[src/sv/mnps_pkg.sv]
`timescale 1ns / 1ps
// ---------------------------------------------------------------------------
// mnps_pkg: shared types and constants for the Manhattan nearest point search
// Holds the request record that travels down the cell chain and its widths.
// ---------------------------------------------------------------------------
package mnps_pkg;

  // default number of cells, one stored point per cell
  localparam int MNPS_CAPACITY = 1024;

  localparam int COORD_W = 20;
  localparam int DIST_W  = COORD_W + 1;

  // running minimum starts above any real distance
  localparam logic [DIST_W-1:0] DIST_INIT = {DIST_W{1'b1}};

  // request kinds carried in the mode bit
  localparam logic MODE_INSERT = 1'b0;
  localparam logic MODE_QUERY  = 1'b1;

  // one request moving through the chain
  typedef struct packed {
    logic               vld;   // slot holds a live request
    logic               mode;  // MODE_INSERT or MODE_QUERY
    logic [COORD_W-1:0] x;
    logic [COORD_W-1:0] y;
    logic               hit;   // query has met at least one stored point
    logic [DIST_W-1:0]  best;  // running minimum distance
  } mnps_item_t;

endpackage

[src/sv/mnps_cell.sv]
`timescale 1ns / 1ps
// ---------------------------------------------------------------------------
// mnps_cell: one stage of the point chain
// Holds at most one point. An insert is captured by the first empty cell it
// meets; a query folds this cell's distance into its running minimum.
// ---------------------------------------------------------------------------
module mnps_cell
  import mnps_pkg::*;
(
  input  logic       clk,
  input  logic       rst_n,
  input  logic       adv,      // whole chain moves one step
  input  mnps_item_t item_i,
  output mnps_item_t item_o,
  output logic       occ_o     // cell holds a point
);

  logic               occ_r, occ_nxt;
  logic [COORD_W-1:0] px_r, px_nxt;
  logic [COORD_W-1:0] py_r, py_nxt;
  logic               vld_r, vld_nxt;
  mnps_item_t         item_r, item_nxt;

  logic [COORD_W-1:0] dx, dy;
  logic [DIST_W-1:0]  man_dist;
  logic               take;

  // distance from the stored point to the request point
  always_comb begin
    dx       = (px_r > item_i.x) ? (px_r - item_i.x) : (item_i.x - px_r);
    dy       = (py_r > item_i.y) ? (py_r - item_i.y) : (item_i.y - py_r);
    man_dist = {1'b0, dx} + {1'b0, dy};
  end

  // capture inserts into an empty cell, update queries against a full one
  always_comb begin
    take     = item_i.vld && (item_i.mode == MODE_INSERT) && !occ_r;
    occ_nxt  = occ_r || take;
    px_nxt   = take ? item_i.x : px_r;
    py_nxt   = take ? item_i.y : py_r;
    item_nxt = item_i;
    vld_nxt  = item_i.vld && !take;
    if (item_i.vld && (item_i.mode == MODE_QUERY) && occ_r) begin
      item_nxt.hit = 1'b1;
      if (man_dist < item_i.best) begin
        item_nxt.best = man_dist;
      end
    end
  end

  // control state
  always_ff @(posedge clk) begin
    if (!rst_n) begin
      occ_r <= 1'b0;
      vld_r <= 1'b0;
    end else if (adv) begin
      occ_r <= occ_nxt;
      vld_r <= vld_nxt;
    end
  end

  // payload
  always_ff @(posedge clk) begin
    if (adv) begin
      px_r   <= px_nxt;
      py_r   <= py_nxt;
      item_r <= item_nxt;
    end
  end

  always_comb begin
    item_o     = item_r;
    item_o.vld = vld_r;
  end

  assign occ_o = occ_r;

endmodule

[config.mk]
export PLATFORM = sky130hd
export DESIGN_NAME = mnps_cell
export DESIGN_NICKNAME = d
export VERILOG_FILES = /design/src/sv/mnps_pkg.sv /design/src/sv/mnps_cell.sv
export SDC_FILE = /design/constraint.sdc
export NUM_CORES = 1
export LEC_CHECK = 0
export BUFFER_PORTS_ARGS = -buffer_cell sky130_fd_sc_hd__buf_2
export CORE_AREA = 2 2 139 196
export CTS_CLUSTER_DIAMETER = 120
export CTS_CLUSTER_SIZE = 30
export DETAILED_ROUTE_END_ITERATION = 8
export DIE_AREA = 0 0 141 198
export PLACE_DENSITY = 0.59
export SYNTH_ARGS = -nofsm -noshare
export SYNTH_HDL_FRONTEND = slang
export SYNTH_SLANG_ARGS = --single-unit
[constraint.sdc]
create_clock -name clk -period 17.7 [get_ports clk]
set_input_delay 4.425 -clock clk [delete_from_list [all_inputs] [get_ports clk]]
set_output_delay 4.425 -clock clk [all_outputs]
set_load 0.01 [all_outputs]
==> flow_summary_export.csv <==
group,metric,value,unit
die,die_area,27900,um^2
cells_and_area,num_antenna_cells,0,
sta,hold_viol_final,0,
clock_network,cts_tree,"done",
global_routing,grt_pass1_wl,36700,um
sta,report.final.slew_viol_count,0,
pwr,vdd_drop_max,0.0523,mV
pwr,fin_total_pwr,0.900,mW
yosys,synth_flop_cell,"edfxtp_1",
yosys,netlist_area,9030,um^2
clock_network,cts_made_buffers,9,
job,drv_cap,0,
cells_and_area,nFillCells,2676,
sta,fin_crit_sh,61.5,%
sta,fin_crit,10.88,ns
routing,wl_met3,785,um
setup_path,crit_type,"in -> reg",
yosys,yosysSeqAreaShare,34.7,%
global_routing,track_usage,16.7,%
routing,totalWireLength,23000,um
sta,fmaxAchievable,91.9,MHz
clock_network,post_cts_resized,0,
clock_network,clk_pin_slew_worst_paths,0.07,ns
status,status,"completed",
cells_and_area,mostFrequentLayoutCells,"buf_2 (131), inv_1 (118), ha_1 (118)",
die,core-area,26400,um^2
routing,wl_met2,11400,um
clock_network,insertion_delay,0.37,ns
sta,fin_skew,0.00798,ns
routing,met1Wirelength,9850,um
clock_network,htree_levels,3,
die,initial_utilization,34.2,%
die,die_x,141,um
setup_path,worstSetupStartpointType,"input port",
setup_path,cp-end-kind,"flip-flop",
routing,detail_route.drc_violations,0,
routing,dr_total_vias,7256,
sta,rsz0062_at_grt,"false",
yosys,synthDistinctLibCells,63,
yosys,syn-num-nets,1139,
cells_and_area,regArea,3130,um^2
sta,slew_headroom,39.9,%
cells_and_area,drive_gt1_share,17.5,%
placement,dp_hpwl,18400,um
routing,top_layer,"met4",
sta,worstMarginPinSlew,0.901,ns
global_routing,antenna_found_initial,0,
clock_network,clock-root-buffer,"clkbuf_16",
yosys,synth-seq-cells,105,
setup_path,worstPathArrival,11.01,ns
pwr,powerDensity,88.1,nW/um^2
clock_network,clock_path_buffers,2,
global_routing,gr-total-overflow,0,
clock_network,hold_buffers,0,
global_routing,grt_max_degree,67,
global_routing,grt_pass1_vias,7241,
sta,setup-tns-final,0,ns
yosys,async_flop_share,0,%
routing,routed_via_density,5.24,
cells_and_area,area_delta_synth_final,13.1,%
die,die_y,198,um
yosys,avgSynthCellArea,9.52,um^2
yosys,ys_warn_count,0,
hold_path,hold_class,"reg -> reg",
yosys,synth_edf_count,103,
clock_network,clock_sinks,105,
yosys,netlist_instances,949,
cells_and_area,nNetsFinal,1243,
cells_and_area,final_common_cell,"buf_2",
pwr,leakagePower,4.73,nW
routing,drtPass1Iterations,6,
routing,wl_per_cell,16.6,um
sta,setup-violations-final,0,
die,rows,71,
routing,ant_nets,0,
placement,gp_congestion,0.958,
setup_path,cp.required,17.82,ns
cells_and_area,multi_input_area,5270,um^2
placement,io_buffers,131,
routing,drt_first_iter_violations,353,
setup_path,worstPathMaxFanout,21,
die,io_pins,132,
clock_network,cts_setup_buffers,0,
## metal layers
metal | up-vias | global-route usage [%]
met3 | 48 | 2.71
met4 | 0 | 8.37
met5 | - | 0
li1 | 3638 | -
met1 | 3396 | 19.5
met2 | 174 | 29.4
## registers in the layout, summed over array words and instances (netlist names)
register / flops
item_o: 63
occ_o: 1
px_r: 20
py_r: 20
vld_r: 1
## cell usage after synthesis, drive strengths merged (3+ instances only)
cell type	count	area [um^2]
a21o	45	338
and3	9	56.3
clkbuf	27	101
nand2	57	214
xnor2	28	245
a21boi	3	22.5
a21oi	89	445
o21ai	48	240
nand2b	8	50.1
a211o	3	26.3
and2	5	31.3
nand3	16	80.1
fa	5	100
o21a	15	113
ha	118	1480
a211oi	9	67.6
nand3b	3	22.5
a221oi	5	43.8
o31ai	5	42.5
nor2b	9	56.3
o221ai	4	35.0
inv	118	443
a31oi	11	68.8
xor2	21	184
o211ai	10	75.1
nor3	10	50.1
mux2i	24	240
mux2	22	248
o22ai	4	25.0
a221o	6	60.1
buf	15	97.6
nor2	35	131
edfxtp	103	3090
nor3b	4	30.0
o21bai	10	75.1
nand4	15	109
## final cells by class
| class | count | area share, % |
|---|---|---|
| inverter | 118 | 4.33 |
| multi-input combinational | 684 | 51.6 |
| timing repair buffer | 135 | 6.71 |
| sequential | 105 | 30.7 |
| clock inverter | 6 | 0.441 |
| tap | 328 | 4.02 |
| clock buffer | 10 | 2.24 |
## stage by stage
step           utilization, %  cell area, um^2  std cells  worst slack, ns  hold slack, ns
2_1_floorplan               -             9030        949             7.75           0.454
3_3_place_gp             37.7             9940       1370             6.53           0.466
3_5_place_dp             37.7             9940       1370             6.44           0.468
4_1_cts                  38.7            10200       1386             6.81           0.481
5_1_grt                  38.7            10200       1386             6.29           0.503
6_report                 38.7            10200       1386             6.82           0.476
## final timing paths
kind,from,endpoint,slack (ns),depth (start not counted)
worst max-delay path,item_i[22],item_o[2]$_DFFE_PP_,6.82,26
worst min-delay path,vld_r$_SDFFE_PN0P_,vld_r$_SDFFE_PN0P_,0.48,2
worst max register to register,py_r[0]$_DFFE_PP_,item_o[2]$_DFFE_PP_,10.52,26
worst min register to register,vld_r$_SDFFE_PN0P_,vld_r$_SDFFE_PN0P_,0.48,2
## report_power, final
| group | total [mW] | internal (mW) | switching [mW] |
|---|---|---|---|
| combinational | 0.413 | 0.166 | 0.247 |
| sequential | 0.293 | 0.289 | 0.00402 |
| clock | 0.194 | 0.0958 | 0.0980 |
## critical path: stages
cell       delay [ns]
buf_2            0.11
ha_1             0.15
inv_1            0.06
fa_1             0.42
a211oi_1         0.31
o21bai_1         0.16
a21oi_1          0.33
o31ai_1          0.21
a22oi_2          0.26
buf_4            0.36
mux2i_1          0.25
xor2_1           0.30
ha_1             0.34
o211ai_1         0.17
a21oi_1          0.07
o21a_1           0.24
a41oi_1          0.41
a211oi_1         0.13
o311a_1          0.37
ha_1             0.31
a21oi_1          0.16
nor2_1           0.05
a2111oi_0        0.39
o31ai_1          0.12
a21o_1           0.48
mux2_2           0.41
## kinds of logic after synthesis
group	share of synthesized area, %
buffers and inverters	7.10
muxes	5.40
xor gates and xnor gates	4.75
adders and majority gates	17.4
AOI/OAI and AO/OA	20.6
DFF	34.7
and+or+nand+nor	10.1
No activity file was read; power rests on OpenSTA's default activity.
